### src/rtl/assert_macros.svh
// Assertion helpers shared by the RTL. Each macro expects clk and arst_n in scope.
`ifndef ASSERT_MACROS_SVH
`define ASSERT_MACROS_SVH

`ifndef SYNTHESIS

// Check a property at every clock edge outside reset.
`define ASSERT_ALWAYS(lbl, prop, msg) \
	lbl: assert property (@(posedge clk) disable iff (!arst_n) (prop)) else $error(msg);

// Check that the consequent holds in the same cycle as the antecedent.
`define ASSERT_SAME(lbl, ante, cons, msg) \
	lbl: assert property (@(posedge clk) disable iff (!arst_n) (ante) |-> (cons)) \
		else $error(msg);

// Check that the consequent holds in the cycle after the antecedent.
`define ASSERT_NEXT(lbl, ante, cons, msg) \
	lbl: assert property (@(posedge clk) disable iff (!arst_n) (ante) |=> (cons)) \
		else $error(msg);

`else

`define ASSERT_ALWAYS(lbl, prop, msg)
`define ASSERT_SAME(lbl, ante, cons, msg)
`define ASSERT_NEXT(lbl, ante, cons, msg)

`endif

`endif

### src/rtl/ajbt_pkg.sv
package ajbt_pkg;

	localparam int SAMPLE_W   = 24;
	localparam int GAIN_W     = 16;
	localparam int LAT_W      = 16;
	localparam int WINDOW_W   = 18;
	localparam int ACT_W      = 2;
	localparam int BLEN_W     = 13;
	localparam int DROP_W     = 16;
	localparam int FRAMES_W   = 20;
	localparam int CFG_IDX_W  = 3;
	localparam int CFG_DATA_W = 18;
	localparam int GAIN_FRAC  = 12;
	localparam int ROUND_BIAS = 2048;

	// Gain bands
	localparam logic [GAIN_W-1:0] UNITY_LO = 16'd4092;
	localparam logic [GAIN_W-1:0] UNITY_HI = 16'd4100;
	localparam logic [GAIN_W-1:0] MUTE_MAX = 16'd4;

	localparam logic signed [SAMPLE_W-1:0] S24_MAX = 24'sh7FFFFF;
	localparam logic signed [SAMPLE_W-1:0] S24_MIN = 24'sh800000;

	// Register indexes
	localparam logic [CFG_IDX_W-1:0] REG_GAIN        = 3'd0;
	localparam logic [CFG_IDX_W-1:0] REG_MAX_LATENCY = 3'd1;
	localparam logic [CFG_IDX_W-1:0] REG_WINDOW      = 3'd2;
	localparam logic [CFG_IDX_W-1:0] REG_ACTIVE      = 3'd3;
	localparam logic [CFG_IDX_W-1:0] REG_CAPTURE     = 3'd4;

	// Register reset values
	localparam logic [GAIN_W-1:0]   GAIN_RST    = 16'd4096;
	localparam logic [LAT_W-1:0]    LATENCY_RST = 16'd882;
	localparam logic [WINDOW_W-1:0] WINDOW_RST  = 18'd132300;
	localparam logic [ACT_W-1:0]    ACTIVE_RST  = 2'd2;

	typedef enum logic [1:0] {
		MODE_WRITE = 2'd0,
		MODE_BLOCK = 2'd1,
		MODE_READ  = 2'd2
	} mode_t;

	typedef enum logic [1:0] {
		FIN_EXEC  = 2'd0,
		FIN_TRIM  = 2'd1,
		FIN_COPY  = 2'd2,
		FIN_SCALE = 2'd3
	} fin_src_t;

	typedef struct packed {
		logic [1:0]                 mode;
		logic                       channel;
		logic signed [SAMPLE_W-1:0] in_sample;
		logic [BLEN_W-1:0]          block_len;
	} in_item_t;

	typedef struct packed {
		logic signed [SAMPLE_W-1:0] out_sample;
		logic                       out_valid;
		logic                       underrun;
		logic                       overflow;
		logic [DROP_W-1:0]          dropped_frames;
	} out_item_t;

	typedef struct packed {
		logic [GAIN_W-1:0]   gain;
		logic [LAT_W-1:0]    max_latency;
		logic [WINDOW_W-1:0] check_window;
		logic [ACT_W-1:0]    active_channels;
		logic                capture_enable;
	} cfg_regs_t;

	typedef struct packed {
		logic     load;
		logic     exec;
		logic     trim_calc;
		logic     trim_apply;
		logic     mul;
		logic     fin;
		fin_src_t src;
	} ctrl_cmd_t;

	typedef struct packed {
		logic need_mem;
		logic blk_close;
		logic unity;
	} dp_status_t;

endpackage

### src/rtl/ajbt_cfg.sv
module ajbt_cfg (
	input  logic                            clk,
	input  logic                            arst_n,
	input  logic                            cfg_valid,
	output logic                            cfg_ready,
	input  logic [ajbt_pkg::CFG_IDX_W-1:0]  cfg_index,
	input  logic [ajbt_pkg::CFG_DATA_W-1:0] cfg_data,
	output ajbt_pkg::cfg_regs_t             regs
);
	import ajbt_pkg::*;

	cfg_regs_t regs_q;

	assign cfg_ready = 1'b1;
	assign regs      = regs_q;

	always_ff @(posedge clk or negedge arst_n) begin
		if (!arst_n) begin
			regs_q.gain            <= GAIN_RST;
			regs_q.max_latency     <= LATENCY_RST;
			regs_q.check_window    <= WINDOW_RST;
			regs_q.active_channels <= ACTIVE_RST;
			regs_q.capture_enable  <= 1'b0;
		end else if (cfg_valid && cfg_ready) begin
			unique case (cfg_index)
				REG_GAIN:        regs_q.gain            <= cfg_data[GAIN_W-1:0];
				REG_MAX_LATENCY: regs_q.max_latency     <= cfg_data[LAT_W-1:0];
				REG_WINDOW:      regs_q.check_window    <= cfg_data[WINDOW_W-1:0];
				REG_ACTIVE:      regs_q.active_channels <= cfg_data[ACT_W-1:0];
				REG_CAPTURE:     regs_q.capture_enable  <= cfg_data[0];
				default: ;
			endcase
		end
	end

endmodule

### config.mk
export PLATFORM = sky130hd
export DESIGN_NAME = ajbt_cfg
export DESIGN_NICKNAME = d
export VERILOG_FILES = /design/src/rtl/assert_macros.svh /design/src/rtl/ajbt_pkg.sv /design/src/rtl/ajbt_cfg.sv
export SDC_FILE = /design/constraint.sdc
export NUM_CORES = 1
export LEC_CHECK = 0
export ABC_AREA = 0
export BUFFER_PORTS_ARGS = -buffer_cell sky130_fd_sc_hd__buf_2
export CORE_MARGIN = 4
export CORE_UTILIZATION = 52
export DETAILED_ROUTE_END_ITERATION = 16
export PLACE_DENSITY = 0.9
export SLEW_MARGIN = 20
export SYNTH_ARGS = -nofsm -noshare
export SYNTH_HDL_FRONTEND = slang
export SYNTH_SLANG_ARGS = --single-unit
### constraint.sdc
create_clock -name clk -period 1.15 [get_ports clk]
set_clock_uncertainty 0.05 [all_clocks]
set_input_delay 0.23 -clock clk [delete_from_list [all_inputs] [get_ports clk]]
set_output_delay 0.23 -clock clk [all_outputs]
set_load 0.005 [all_outputs]
==> impl_summary.md <==
Outcome
The flow ran to the end, but the final reports show violations. The final reports fail on setup timing.

STA
The max-slew violation total from the final report came to 0. The minimum hold slack is about 0.12 ns. Setup repair after global routing could not meet its margin everywhere. The maximum operating frequency is just over 800 MHz. The shortest period the worst path allows is 1.23 ns. The final worst-path cycle share is 107%. The final hold violation count is 0. The final number of setup-violating endpoints is 14. The worst path setup slack after routing is -0.0812 ns.

Route
The detailed-route wire length is roughly 4.6 mm. The first-pass iteration count of the detailed router is 4. The overall via count from detail_route is about 1300. The routed length per instance is about 18 um. Using the TritonRoute via totals, the vias-per-cell ratio works out to between 5 and 6.

The number of nets with antenna violations after routing is 0. The number of design rule violations left after detail routing is 0. After the first detailed-routing iteration, the DRC count stood at 43.

Worst setup path
The startpoint identified for the worst register-to-register timing path is regs[27]. Along the worst path, the maximum fanout reaches 2. The data arrival at the endpoint of the critical path is 0.95 ns. Grouping stages by cell kind, the critical path spends the most delay in flip-flops.

The type of element capturing the critical path is a primary output. The slack of the worst reg-to-reg path is roughly 0.16 ns. In this design, the stage delay of the slowest critical-path cell is 0.54 ns.

In this run the critical register-to-register path is captured at regs[27]. The start-to-end type of the worst setup path is reg -> out. On the critical path, the stage with the largest delay is an instance of dfstp_2. The count of cells along the worst register-to-register path is 3. STA classifies the critical path startpoint as a flip-flop. The data required time of the critical path is just under 0.9 ns. The count of buffer and inverter cells on the critical path is 1.

The critical path goes through buf_2.

Logic synthesis
The synthesized flop and latch total is 53. The register area share after synthesis is 64.5%. The adder-cell share of the synthesized area is 0%. The number of instances in the synthesized netlist is about 120.

The post-synthesis mux area share is around 29%. The number of warning messages in the yosys log is 0. The post-synthesis xor/xnor area fraction is 0%. The number of different library cells used by synthesis comes to 10.

By area, the combinational part of the netlist is dominated by multiplexers. The fraction of the mapped netlist area in compound gates is 0%. The basic-gate share of the synthesized area counting and, or, nand and nor cells is roughly 3.4%. Summing every instance area after synthesis gives 0.00208 mm2. The total nets after synthesis is ~140.

The mean instance size in the synthesized netlist is between 15 and 20 um2.

Placement
The half-perimeter wire length after placement is about 3.4 mm. The congestion estimate from routability-driven global placement came to a little under 0.8. After detailed placement, the total cell area comes to about 0.0026 mm2. The worst slack at placement is -0.269 ns. During placement, the flow inserted port buffers numbering 76.

Global route
Global routing used 19.2% of the available tracks across all layers. The global-route wire length before repair is ~7.5 mm. The number of antenna violations at the first check in global routing is 0.

Entering global routing, the biggest net connects between 50 and 60 pins. Summed over all layers, the global routing overflow is 0. The number of global-route vias before repair is between 1000 and 1500.

Floorplanning
In this run the horizontal extent of the chip is approximately 70 um. The initial utilization of the core area, before any placement, comes to between 50% and 60%. The total area inside the core boundary comes to 0.00377 mm2. The standard-cell row count is 22. The die covers approximately 0.005 mm2.

approximately 80 I/O pins were placed. The die is roughly 71 um tall.

Final layout
For this run, the post-layout net count is roughly 230. The most frequent standard cell in the layout excluding fill and tap cells is buf_2. The register with the most flip-flops in the layout has 53 of them. 0 antenna diodes ended up in the layout. The finished cells cover 0.00284 mm2. The fraction of final layout cells with drive strength greater than 1 is around four fifths. The layout overhead on the synthesized area is 36.5%. The final design utilization is between 70% and 80%. In the layout the commonest cells are buf_2, dfrtp_1, mux2_2, mux2_4, dfstp_2.

Hold path
For hold timing, the worst endpoint is regs[19]. The startpoint of the worst hold path is cfg_data[16]. Counting instances, the worst hold path has a depth of 2. In this run the worst hold path is classified as in -> reg.

Clock network
Clock-pin slew was measured on the worst setup and hold paths at 0.09 ns. TritonCTS built the clock tree. The insertion delay to the later sink of the worst-skew pair is about 0.3 ns. The H-tree was split into 2 levels. No sink is reached through more buffers than the 2 on the longest clock path. Clock tree synthesis selected as its root buffer the cell clkbuf_8. The total CTS buffers is 5. The clock drives 53 sinks.

Power
The ratio of total power to cell area is between 1500 and 2000 mW/mm2. Summed over all cells, the static leakage comes to around 1.4 nW. IR analysis of the VDD net gives a maximum drop of ~0.84 mV.

Job
Max-cap violations in this run came to 0.
-- metrics by stage --
step	total power [mW]	instances	TNS, ns
after global routing	5.39	257	-1.52
after detailed placement	3.77	244	-11.66
after global placement	3.70	244	-10.10
after CTS	5.11	256	-1.19
after floorplan	3.12	118	-4.25
final	5.11	257	-0.998
-- synthesized netlist by cell type --
master    instances  area share [%]
dfrtp_1          39              47
and4bb_2          3             1.8
buf_4             1            0.36
buf_8             1            0.72
mux2_2           53              29
conb_1            1            0.18
dfstp_2          14              18
buf_6             4             2.2
nor4b_4           1             1.1
nand4b_1          1            0.42
-- report_power, final --
group / total (mW) / internal (mW) / switching [mW]
sequential: 2.60 / 2.35 / 0.243
clock: 1.27 / 0.709 / 0.557
combinational: 1.25 / 0.809 / 0.437
-- kinds of logic after synthesis --
kind of cell,after synthesis
muxes,53
DFF,53
buffers and inverters,6
and+or+nand+nor,5
other,1
-- final cells by class --
type,count,area (um2)
Sequential cell,53,1340
Multi-Input combinational cell,59,746
Clock buffer,7,86.3
Timing Repair Buffer,89,576
Clock inverter,1,30.0
Tap cell,48,60.1
Fill cell,255,930
-- layer usage --
metal / vias to the layer above / global-route usage (%) / share of wire (%)
met5: - / 0 / 0
met4: 0 / 7.52 / 1.6
met3: 7 / 5.33 / 7.7
met2: 58 / 31.3 / 50
met1: 670 / 24.5 / 41
li1: 591 / - / -
-- repair_timing --
action	in CTS	in global routing
endpoints found under the setup margin	14	18
hold buffers	1	0
buffers inserted	3	1
endpoints found under the hold margin	39	0
gates resized for setup	2	6
gates cloned	0	0
-- worst max path at each step --
stage            startpoint  endpoint  slack, ns  cells after the start
2_1_floorplan  cfg_index[0]  regs[37]      -0.21                      3
4_1_cts            regs[26]  regs[26]      -0.09                      1
3_3_place_gp   cfg_index[0]   regs[7]      -0.23                      4
5_1_grt            regs[26]  regs[26]      -0.12                      1
3_5_place_dp   cfg_index[2]  regs[21]      -0.27                      4
6_report           regs[26]  regs[26]      -0.08                      1
No activity file was read; power rests on OpenSTA's default activity.
