--- config.mk ---
export PLATFORM = sky130hd
export DESIGN_NAME = ajbt_ctrl
export DESIGN_NICKNAME = d
export VERILOG_FILES = /design/src/rtl/ajbt_pkg.sv /design/src/rtl/ajbt_ctrl.sv
export VERILOG_INCLUDE_DIRS = /design/src /design/src/rtl
export SDC_FILE = /design/constraint.sdc
export NUM_CORES = 1
export LEC_CHECK = 0
export BUFFER_PORTS_ARGS = -buffer_cell sky130_fd_sc_hd__buf_2
export CAP_MARGIN = 20
export CORE_AREA = 2 2 39 41
export DETAILED_ROUTE_END_ITERATION = 6
export DIE_AREA = 0 0 41 43
export PLACE_DENSITY = 0.62
export SYNTH_ARGS = -nofsm -noshare
export SYNTH_HDL_FRONTEND = slang
export SYNTH_SLANG_ARGS = --single-unit
--- constraint.sdc ---
create_clock -name clk -period 2.3 [get_ports clk]
set_input_delay 0.23 -clock clk [delete_from_list [all_inputs] [get_ports clk]]
set_output_delay 0.23 -clock clk [all_outputs]
set_load 0.02 [all_outputs]
--- src/rtl/assert_macros.svh ---
// Assertion helpers shared by the RTL. Each macro expects clk and arst_n in scope.
`ifndef ASSERT_MACROS_SVH
`define ASSERT_MACROS_SVH

`ifndef SYNTHESIS

// Check a property at every clock edge outside reset.
`define ASSERT_ALWAYS(lbl, prop, msg) \
	lbl: assert property (@(posedge clk) disable iff (!arst_n) (prop)) else $error(msg);

// Check that the consequent holds in the same cycle as the antecedent.
`define ASSERT_SAME(lbl, ante, cons, msg) \
	lbl: assert property (@(posedge clk) disable iff (!arst_n) (ante) |-> (cons)) \
		else $error(msg);

// Check that the consequent holds in the cycle after the antecedent.
`define ASSERT_NEXT(lbl, ante, cons, msg) \
	lbl: assert property (@(posedge clk) disable iff (!arst_n) (ante) |=> (cons)) \
		else $error(msg);

`else

`define ASSERT_ALWAYS(lbl, prop, msg)
`define ASSERT_SAME(lbl, ante, cons, msg)
`define ASSERT_NEXT(lbl, ante, cons, msg)

`endif

`endif

--- src/rtl/ajbt_pkg.sv ---
package ajbt_pkg;

	localparam int SAMPLE_W   = 24;
	localparam int GAIN_W     = 16;
	localparam int LAT_W      = 16;
	localparam int WINDOW_W   = 18;
	localparam int ACT_W      = 2;
	localparam int BLEN_W     = 13;
	localparam int DROP_W     = 16;
	localparam int FRAMES_W   = 20;
	localparam int CFG_IDX_W  = 3;
	localparam int CFG_DATA_W = 18;
	localparam int GAIN_FRAC  = 12;
	localparam int ROUND_BIAS = 2048;

	// Gain bands
	localparam logic [GAIN_W-1:0] UNITY_LO = 16'd4092;
	localparam logic [GAIN_W-1:0] UNITY_HI = 16'd4100;
	localparam logic [GAIN_W-1:0] MUTE_MAX = 16'd4;

	localparam logic signed [SAMPLE_W-1:0] S24_MAX = 24'sh7FFFFF;
	localparam logic signed [SAMPLE_W-1:0] S24_MIN = 24'sh800000;

	// Register indexes
	localparam logic [CFG_IDX_W-1:0] REG_GAIN        = 3'd0;
	localparam logic [CFG_IDX_W-1:0] REG_MAX_LATENCY = 3'd1;
	localparam logic [CFG_IDX_W-1:0] REG_WINDOW      = 3'd2;
	localparam logic [CFG_IDX_W-1:0] REG_ACTIVE      = 3'd3;
	localparam logic [CFG_IDX_W-1:0] REG_CAPTURE     = 3'd4;

	// Register reset values
	localparam logic [GAIN_W-1:0]   GAIN_RST    = 16'd4096;
	localparam logic [LAT_W-1:0]    LATENCY_RST = 16'd882;
	localparam logic [WINDOW_W-1:0] WINDOW_RST  = 18'd132300;
	localparam logic [ACT_W-1:0]    ACTIVE_RST  = 2'd2;

	typedef enum logic [1:0] {
		MODE_WRITE = 2'd0,
		MODE_BLOCK = 2'd1,
		MODE_READ  = 2'd2
	} mode_t;

	typedef enum logic [1:0] {
		FIN_EXEC  = 2'd0,
		FIN_TRIM  = 2'd1,
		FIN_COPY  = 2'd2,
		FIN_SCALE = 2'd3
	} fin_src_t;

	typedef struct packed {
		logic [1:0]                 mode;
		logic                       channel;
		logic signed [SAMPLE_W-1:0] in_sample;
		logic [BLEN_W-1:0]          block_len;
	} in_item_t;

	typedef struct packed {
		logic signed [SAMPLE_W-1:0] out_sample;
		logic                       out_valid;
		logic                       underrun;
		logic                       overflow;
		logic [DROP_W-1:0]          dropped_frames;
	} out_item_t;

	typedef struct packed {
		logic [GAIN_W-1:0]   gain;
		logic [LAT_W-1:0]    max_latency;
		logic [WINDOW_W-1:0] check_window;
		logic [ACT_W-1:0]    active_channels;
		logic                capture_enable;
	} cfg_regs_t;

	typedef struct packed {
		logic     load;
		logic     exec;
		logic     trim_calc;
		logic     trim_apply;
		logic     mul;
		logic     fin;
		fin_src_t src;
	} ctrl_cmd_t;

	typedef struct packed {
		logic need_mem;
		logic blk_close;
		logic unity;
	} dp_status_t;

endpackage

--- src/rtl/ajbt_ctrl.sv ---
`include "assert_macros.svh"

module ajbt_ctrl (
	input  logic                   clk,
	input  logic                   arst_n,
	input  logic                   start,
	output logic                   busy,
	input  ajbt_pkg::dp_status_t   status,
	output ajbt_pkg::ctrl_cmd_t    cmd
);
	import ajbt_pkg::*;

	typedef enum logic [5:0] {
		S_IDLE   = 6'b000001,
		S_EXEC   = 6'b000010,
		S_TCALC  = 6'b000100,
		S_TAPPLY = 6'b001000,
		S_RDWAIT = 6'b010000,
		S_SAT    = 6'b100000
	} state_t;

	state_t state_q, state_d;

	assign busy = (state_q != S_IDLE);

	always_comb begin
		state_d        = state_q;
		cmd            = '0;
		cmd.src        = FIN_EXEC;
		unique case (state_q)
			S_IDLE: begin
				if (start) begin
					cmd.load = 1'b1;
					state_d  = S_EXEC;
				end
			end
			S_EXEC: begin
				cmd.exec = 1'b1;
				if (status.need_mem) begin
					state_d = S_RDWAIT;
				end else if (status.blk_close) begin
					state_d = S_TCALC;
				end else begin
					cmd.fin = 1'b1;
					state_d = S_IDLE;
				end
			end
			S_TCALC: begin
				cmd.trim_calc = 1'b1;
				state_d       = S_TAPPLY;
			end
			S_TAPPLY: begin
				cmd.trim_apply = 1'b1;
				cmd.fin        = 1'b1;
				cmd.src        = FIN_TRIM;
				state_d        = S_IDLE;
			end
			S_RDWAIT: begin
				if (status.unity) begin
					cmd.fin = 1'b1;
					cmd.src = FIN_COPY;
					state_d = S_IDLE;
				end else begin
					cmd.mul = 1'b1;
					state_d = S_SAT;
				end
			end
			S_SAT: begin
				cmd.fin = 1'b1;
				cmd.src = FIN_SCALE;
				state_d = S_IDLE;
			end
			default: state_d = S_IDLE;
		endcase
	end

	always_ff @(posedge clk or negedge arst_n) begin
		if (!arst_n) begin
			state_q <= S_IDLE;
		end else begin
			state_q <= state_d;
		end
	end

	`ASSERT_NEXT(a_accept_busy, start && !busy, busy, "accepted word did not raise busy")
	`ASSERT_NEXT(a_fin_idle, cmd.fin, !busy, "controller not idle after finishing a word")
	`ASSERT_NEXT(a_load_exec, cmd.load, cmd.exec, "load not followed by execute")

endmodule

==> results of run 1 <==
[cells in the mapped netlist, types with 2 or more instances]
library cell  n
buf_4         2
nor4_1        2
and3b_1       3
nor4bb_1      2
nand2_1       2
dfrtp_1       5
nor2_1        5
[layout make-up]
type / instances / area share
clock buffer: 4 / 0.0495
sequential: 6 / 0.285
inverter: 1 / 0.00708
tap: 16 / 0.0377
timing repair buffer: 15 / 0.151
multi-input combinational: 33 / 0.469
[repair_timing]
item | in CTS | in global routing
hold buffers | 1 | 0
setup buffers | 0 | 0
gates resized for setup | 0 | 0
endpoints found under the hold margin | 6 | 0
[worst max path at each step]
| stage | endpoint | slack, ps | depth (start not counted) |
|---|---|---|---|
| global route | cmd[2] | 200 | 4 |
| finish | cmd[2] | 400 | 4 |
| floorplan | cmd[3] | 510 | 2 |
| global placement | cmd[2] | 730 | 4 |
| detailed placement | cmd[2] | 690 | 4 |
| CTS | cmd[2] | 420 | 4 |
[power groups by stage]
stage,Clock (uW),Sequential [uW],Combinational (uW)
CTS,110,165,178
finish,105,166,177
global placement,0,164,176
detailed placement,0,166,176
floorplan,0,151,139
global route,117,172,196
[stage by stage]
stage,total power [uW],std cells,util,area (sq um)
after floorplan,290,43,-,430
after global placement,340,70,0.357,494
after detailed placement,342,70,0.357,494
after CTS,453,75,0.383,531
after global routing,485,75,0.383,531
final,447,75,0.383,531
[kinds of logic after synthesis]
kind of cell,share of synthesized area
compound gates,0.0639
buf+inv,0.0697
flops,0.352
simple gates,0.448
mux,0.0262
xor+xnor,0.0407
[layer usage]
| metal | vias to the layer above | GRT usage | wire length (um) |
|---|---|---|---|
| li1 | 193 | - | - |
| met1 | 168 | 0.184 | 462 |
| met2 | 15 | 0.156 | 419 |
| met3 | 0 | 0.0785 | 66 |
| met4 | 0 | 0.0400 | 0 |
| met5 | - | 0 | 0 |
==> results.py, run 1 <==
metrics = {
    "sta": {
        "hold_slack_ps": 198,
        "setup_viol": 0,
        "fmax_ghz": 0.526,
        "final_max_slew_viol_count": 0,
        "fin_crit_sh": 0.827,
        "hold_viol": 0,
        "fin_ws_ps": 398,
        "worstMarginPinSlew_ps": 482,
        "fin_crit_ps": 1900,
        "tns_ps": 0,
        "clock_skew_ps": 2.91,
        "rsz0062_at_grt": "false",
        "maxSlewHeadroom": 0.679,
    },
    "status": {
        "status": "complete, no violations",
    },
    "clock_tree": {
        "cts_root_buffer": "clkbuf_4",
        "cts.sinks": 6,
        "clkTransAtPathRegs_ps": 50,
        "cts_tree": "done",
        "cts_buffer_depth": 2,
        "insertion_delay_ps": 240,
        "cts-htree-levels": 1,
        "cts_buffers": 3,
    },
    "min_path": {
        "whs_path_depth": 2,
        "hold_class": "in2reg",
        "min_from": "status[0]",
        "min_to": "state_q[5]",
    },
    "layout": {
        "n_fill_cell": 146,
        "insertedDiodeCount": 0,
        "final_cell_mix": "buf_2, nor2_1, dfrtp_1",
        "drive_gt1_frac": 0.407,
        "top_register": "state_q",
        "layout.area.seq_sq_um": 151,
        "syn_to_final_growth_pct": 23.3,
        "largestRegisters": "state_q x6",
        "largest_register_ffs": 6,
        "multi_input_area_sq_um": 249,
        "fin_nets": 66,
        "final_common_cell": "buf_2",
    },
    "global_route": {
        "grt_pass1_vias": 321,
        "antenna_found_initial": 0,
        "grt_pass1_wl_um": 1510,
        "grt_usage": 0.128,
        "grt_overflow": 0,
        "grt_max_degree": 16,
    },
    "job": {
        "drv_cap": 0,
    },
    "synth": {
        "seq_area_frac_synth": 0.352,
        "ys_ff_latch": 6,
        "avgSynthCellArea_sq_um": 10.0,
        "ys_types": 29,
        "async_flop_share": 1.00,
        "synth_top_flop_cell": "dfrtp_1",
        "ys_warn_count": 0,
        "syn-num-nets": 49,
        "syn_inst": 43,
        "netlist_area_sq_um": 430,
        "netlist.area_leader.share": 0.291,
        "synth_edf_count": 0,
        "synth_area_leader_cell": "dfrtp_1",
        "yosys-top-cells-area": "dfrtp_1, dfstp_2, and3b_1",
    },
    "critical_path": {
        "rr_endpoint": "state_q[2]",
        "worst_path_max_delay_cell": "dfrtp_1",
        "cp-start-kind": "flop",
        "slowest_delay_ps": 540,
        "worst_ep_required_time_ps": 2070,
        "cp_cell_sequence": "nor4b_1, o21ai_0, a21oi_1, buf_2",
        "path_max_fanout": 15,
        "worstPathArrival_ps": 1670,
        "crit_buf_inv": 1,
        "cp-startpoint": "state_q[4]",
        "worstRegToRegCells": 3,
        "crit_type": "reg2out",
        "endpoint_kind": "output pin",
        "cp_top_family": "flip-flops",
        "r2r_start": "state_q[4]",
        "r2r_slack_ps": 930,
    },
    "route": {
        "via_per_inst": 5.01,
        "wl_per_cell_um": 12.6,
        "dr.pass1.iters": 4,
        "wl_um": 948,
        "drc_errors": 0,
        "ant_nets": 0,
        "first_iter_violations": 8,
        "num_vias": 376,
    },
    "power_and_ir_drop": {
        "peakVddDrop_uv": 474,
        "p_int_uw": 273,
        "power_switching_uw": 174,
        "p_per_area_nw_per_um2": 843,
        "power_frac_clock": 0.234,
        "p_leak_uw": 0.000253,
        "swShare": 0.389,
        "power_frac_seq": 0.371,
        "power.share.combinational": 0.395,
    },
    "die": {
        "core_sq_um": 1380,
        "die_area_sq_um": 1760,
        "ios": 15,
        "start_util": 0.311,
        "dieWidth_um": 41,
        "die_height_um": 43,
        "row_count": 14,
    },
    "placement": {
        "portBuffers": 14,
        "hpwl_um": 658,
        "place.gp.congestion": 0.764,
        "preCtsSetupSlack_ps": 692,
    },
}
No activity file was read; power rests on OpenSTA's default activity.
==> run 2, diff against run 1 <==
==> constraint.sdc (replaced) <==
create_clock -name clk -period 1.8 [get_ports clk]
set_input_delay 0.18 -clock clk [delete_from_list [all_inputs] [get_ports clk]]
set_output_delay 0.18 -clock clk [all_outputs]
set_load 0.02 [all_outputs]
==> results.py, run 2 (synthesis results as in run 1) <==
metrics = {
    "power_and_ir_drop": {
        "power.share.combinational": 0.445,
        "total_power_uw": 612,
        "swShare": 0.384,
        "power_frac_clock": 0.224,
        "p_leak_uw": 0.000265,
        "power_frac_seq": 0.330,
        "p_int_uw": 377,
        "power_switching_uw": 235,
        "p_per_area_nw_per_um2": 1070,
        "peakVddDrop_uv": 472,
    },
    "critical_path": {
        "worstSetupPathDepth": 3,
        "cp-startpoint": "state_q[1]",
        "slowest_delay_ps": 430,
        "cp_top_family": "simple AND/OR/NAND/NOR gates",
        "crit_type": "reg2out",
        "path_max_fanout": 5,
        "cp-start-kind": "flop",
        "r2r_start": "state_q[5]",
        "worstPathArrival_ps": 1560,
        "endpoint_kind": "output pin",
        "worstRegToRegCells": 3,
        "worst_path_max_delay_cell": "dfrtp_2",
        "cp_cell_sequence": "or3_4, nor4bb_2, buf_2",
        "crit_buf_inv": 1,
        "worst_ep_required_time_ps": 1620,
    },
    "placement": {
        "portBuffers": 14,
        "dp.cells": 71,
        "preCtsSetupSlack_ps": 278,
        "hpwl_um": 685,
        "place.gp.congestion": 0.756,
    },
    "route": {
        "dr.pass1.iters": 4,
        "wl_per_cell_um": 13.2,
        "ant_nets": 0,
        "wl_um": 1030,
        "via_per_inst": 5.35,
        "drc_errors": 0,
        "first_iter_violations": 14,
        "num_vias": 417,
    },
    "clock_tree": {
        "cts.sinks": 6,
        "cts_buffers": 3,
        "cts_tree": "done",
        "insertion_delay_ps": 250,
        "clkTransAtPathRegs_ps": 50,
        "cts-htree-levels": 1,
        "cts_buffer_depth": 2,
        "cts_root_buffer": "clkbuf_4",
    },
    "die": {
        "dieWidth_um": 41,
        "ios": 15,
        "row_count": 14,
        "die_height_um": 43,
        "start_util": 0.311,
        "core_sq_um": 1380,
        "die_area_sq_um": 1760,
    },
    "layout": {
        "fin_nets": 69,
        "final_common_cell": "buf_2",
        "finalNonFillerCells": 78,
        "syn_to_final_growth_pct": 32.3,
        "top_register": "state_q",
        "insertedDiodeCount": 0,
        "n_fill_cell": 142,
        "largestRegisters": "state_q x6",
        "largest_register_ffs": 6,
        "drive_gt1_frac": 0.516,
        "final_cell_mix": "buf_2, nor2_1",
    },
    "sta": {
        "rsz0062_at_grt": "true",
        "setup_viol": 0,
        "fin_crit_sh": 0.966,
        "hold_viol": 0,
        "fin_crit_ps": 1740,
        "worstMarginPinSlew_ps": 264,
        "final_max_slew_viol_count": 0,
        "maxSlewHeadroom": 0.822,
        "fmax_ghz": 0.575,
        "fin_ws_ps": 61.8,
        "hold_slack_ps": 152,
        "clock_skew_ps": 6.37,
    },
    "global_route": {
        "grt_pass1_wl_um": 1550,
        "antenna_found_initial": 0,
        "grt_overflow": 0,
        "grt_usage": 0.131,
        "grt_pass1_vias": 354,
        "grt_max_degree": 11,
    },
    "min_path": {
        "min_from": "status[0]",
        "whs_path_depth": 2,
        "hold_class": "in2reg",
    },
    "job": {
        "drv_cap": 0,
    },
    "status": {
        "status": "complete, no violations",
    },
}
## run 2: worst paths after layout
kind	slack [ps]	endpoint
max reg2reg	510	state_q[2]
min in group asynchronous	290	state_q[3]
min	150	state_q[5]
min reg2reg	540	state_q[3]
max in group asynchronous	1280	state_q[0]
max	60	cmd[3]
## run 2: power groups by stage
stage / clock network (uW) / logic (uW) / registers, uW
floorplan: 0 / 178 / 192
global placement: 0 / 234 / 204
detailed placement: 0 / 235 / 204
CTS: 143 / 237 / 201
global route: 157 / 300 / 208
finish: 137 / 273 / 202
## run 2: final cells by class
cell class                      count  area, sq um  area share
Clock buffer                        4         26.3      0.0462
Timing Repair Buffer               18          103       0.180
Sequential cell                     6          155       0.273
Tap cell                           16         20.0      0.0352
Multi-Input combinational cell     33          262       0.459
Inverter                            1         3.75     0.00659
## run 2: per-layer routing
| metal | track usage | routed length (um) |
|---|---|---|
| met4 | 0.0400 | 14 |
| met3 | 0.0628 | 72 |
| met5 | 0 | 0 |
| met2 | 0.175 | 495 |
| met1 | 0.182 | 443 |
## run 2: repair_timing
| item | 4_1_cts | 5_1_grt |
|---|---|---|
| endpoints found under the setup margin | 0 | 4 |
| endpoints found under the hold margin | 6 | 0 |
| resized for setup | 0 | 5 |
| buffers inserted | 0 | 2 |
| hold buffers | 1 | 0 |
## run 2: per-stage QoR
step	setup TNS, ps	utilization	cell area, sq um
2_1_floorplan	0	-	430
3_3_place_gp	0	0.363	502
3_5_place_dp	0	0.363	502
4_1_cts	0	0.389	538
5_1_grt	-35.7	0.411	569
6_report	0	0.411	569
==> run 3, diff against run 2 <==
--- a/config.mk
+++ b/config.mk
@@ -6,12 +6,13 @@
 export SDC_FILE = /design/constraint.sdc
 export NUM_CORES = 1
 export LEC_CHECK = 0
+export ABC_AREA = 1
 export BUFFER_PORTS_ARGS = -buffer_cell sky130_fd_sc_hd__buf_2
 export CAP_MARGIN = 20
 export CORE_AREA = 2 2 39 41
 export DETAILED_ROUTE_END_ITERATION = 6
 export DIE_AREA = 0 0 41 43
-export PLACE_DENSITY = 0.62
+export PLACE_DENSITY = 0.56
 export SYNTH_ARGS = -nofsm -noshare
 export SYNTH_HDL_FRONTEND = slang
 export SYNTH_SLANG_ARGS = --single-unit
==> results.py, run 3 <==
metrics = {
    "clock_tree": {
        "cts_buffers": 3,
        "cts-resized-gates": 0,
        "cts_buffer_depth": 2,
        "clkTransAtPathRegs_ps": 40,
        "post_cts_buffers": 0,
        "cts-htree-levels": 1,
        "cts.sinks": 6,
        "cts_tree": "done",
        "insertion_delay_ps": 250,
        "cts_root_buffer": "clkbuf_4",
    },
    "placement": {
        "portBuffers": 14,
        "preCtsSetupSlack_ps": 505,
        "place.gp.congestion": 0.731,
        "place_area_sq_um": 452,
        "hpwl_um": 600,
    },
    "critical_path": {
        "cp-start-kind": "flop",
        "crit_type": "reg2out",
        "path_max_fanout": 5,
        "cp_top_family": "flip-flops",
        "worstPathArrival_ps": 1370,
        "endpoint_kind": "output pin",
        "crit_buf_inv": 2,
        "slowest_delay_ps": 550,
        "worst_ep_required_time_ps": 1620,
        "worst_path_max_delay_cell": "dfstp_2",
        "cp_cell_sequence": "inv_2, nor2_2, nand3_4, nor2_4, nor2_1, buf_2",
    },
    "route": {
        "dr.pass1.iters": 4,
        "drc_errors": 0,
        "wl_um": 728,
        "first_iter_violations": 10,
        "num_vias": 351,
        "ant_nets": 0,
        "via_per_inst": 4.33,
        "wl_per_cell_um": 8.99,
    },
    "synth": {
        "synth_xor_xnor_area_share": 0,
        "async_flop_share": 1.00,
        "synthMuxAreaShare": 0,
        "netlist.area_leader.share": 0.346,
        "yosys-top-cells-area": "dfrtp_1, nor2_1, nand4_1",
        "synth_top_flop_cell": "dfrtp_1",
        "avgSynthCellArea_sq_um": 7.86,
        "synth_area_leader_cell": "dfrtp_1",
        "synth-simple-area-share": 0.488,
        "synth_most_common_cell": "nor2_1",
        "seq_area_frac_synth": 0.419,
        "netlist_area_sq_um": 362,
        "syn_inst": 46,
        "synth_edf_count": 0,
        "synth_compound_area_frac": 0,
        "synth-adder-area-share": 0,
        "syn-num-nets": 52,
        "synth_common_cells": "nor2_1, inv_1, nand4_1, dfrtp_1, nand2_1",
        "ys_warn_count": 0,
        "synth_top_family_by_area": "simple AND/OR/NAND/NOR gates",
        "ys_types": 11,
        "ys_ff_latch": 6,
    },
    "sta": {
        "maxSlewHeadroom": 0.865,
        "tns_ps": 0,
        "fin_crit_ps": 1550,
        "setup_viol": 0,
        "clock_skew_ps": 5.91,
        "fin_crit_sh": 0.862,
        "hold_viol": 0,
        "worstMarginPinSlew_ps": 202,
        "rsz0062_at_grt": "false",
        "fmax_ghz": 0.645,
        "final_max_slew_viol_count": 0,
        "fin_ws_ps": 249,
    },
    "global_route": {
        "grtUsageMet1": 0.138,
        "grt.busiest_layer": "met2",
        "grt_pass1_wl_um": 1280,
        "grt_usage": 0.114,
        "grt_overflow": 0,
        "antenna_found_initial": 0,
        "grt_pass1_vias": 319,
        "grtUsageMet3": 0.0314,
        "gr-usage-met2": 0.147,
        "grt_max_degree": 7,
    },
    "die": {
        "dieWidth_um": 41,
        "ios": 15,
        "die_area_sq_um": 1760,
        "row_count": 14,
        "core_sq_um": 1380,
        "start_util": 0.261,
        "die_height_um": 43,
    },
    "status": {
        "status": "complete, no violations",
    },
    "min_path": {
        "hold_class": "in2reg",
    },
    "power_and_ir_drop": {
        "p_leak_uw": 0.000307,
        "p_per_area_nw_per_um2": 1320,
        "peakVddDrop_uv": 404,
    },
    "job": {
        "drv_cap": 0,
    },
    "layout": {
        "fin_nets": 72,
        "design_area_sq_um": 488,
        "final_common_cell": "buf_2",
        "n_fill_cell": 162,
        "top_register": "state_q",
        "syn_to_final_growth_pct": 34.9,
        "drive_gt1_frac": 0.385,
        "insertedDiodeCount": 0,
        "largestRegisters": "state_q x6",
        "final_cell_mix": "buf_2, nor2_1, inv_1",
        "largest_register_ffs": 6,
    },
}
## run 3: report_power, final
part           internal [uW]  switching (uW)
registers                173            28.8
logic                    103             203
clock network           84.1            51.1
## run 3: metal layers
| layer | vias to the layer above | wire length (um) |
|---|---|---|
| li1 | 184 | - |
| met3 | 0 | 25 |
| met1 | 157 | 312 |
| met2 | 10 | 390 |
| met4 | 0 | 0 |
| met5 | - | 0 |
## run 3: path summary, 6_finish.rpt
| check | startpoint | endpoint | slack [ps] | cells past startpoint |
|---|---|---|---|---|
| min in group asynchronous | arst_n | state_q[3] | 280 | 2 |
| worst min-delay path | status[0] | state_q[5] | 120 | 2 |
| worst max register to register | state_q[0] | state_q[0] | 700 | 6 |
| max in group asynchronous | arst_n | state_q[0] | 1290 | 2 |
| worst min register to register | state_q[1] | state_q[1] | 620 | 3 |
| worst max-delay path | state_q[0] | cmd[7] | 250 | 6 |
## run 3: cell type report
class                           count  area (sq um)  area share
Sequential cell                     6           151       0.310
Inverter                            9          33.8      0.0692
Timing Repair Buffer               15          80.1       0.164
Clock buffer                        4          26.3      0.0538
Multi-Input combinational cell     31           176       0.362
Tap cell                           16          20.0      0.0410
## run 3: cell families after synthesis
kind of cell	Yosys count
buf+inv	9
flops	6
simple gates	31
## run 3: metrics by stage
step | total power, uW | hold slack (ps) | cells | util
final | 643 | 125 | 81 | 0.353
after detailed placement | 511 | 9.54 | 76 | 0.326
after global routing | 697 | 145 | 81 | 0.353
after floorplan | 429 | -116 | 46 | -
after CTS | 654 | 113 | 81 | 0.353
after global placement | 507 | 9.21 | 76 | 0.326
## run 3: what timing repair did
| item | 4_1_cts | 5_1_grt |
|---|---|---|
| endpoints found under the setup margin | 0 | 0 |
| hold endpoints to repair | 6 | 0 |
| hold buffers | 1 | 0 |
## run 3: worst reg2reg max path, delay by kind of cell, from the launching register on
family / cells / cell delay [ps]
flops: 1 / 550
simple gates: 5 / 460
buf+inv: 1 / 40
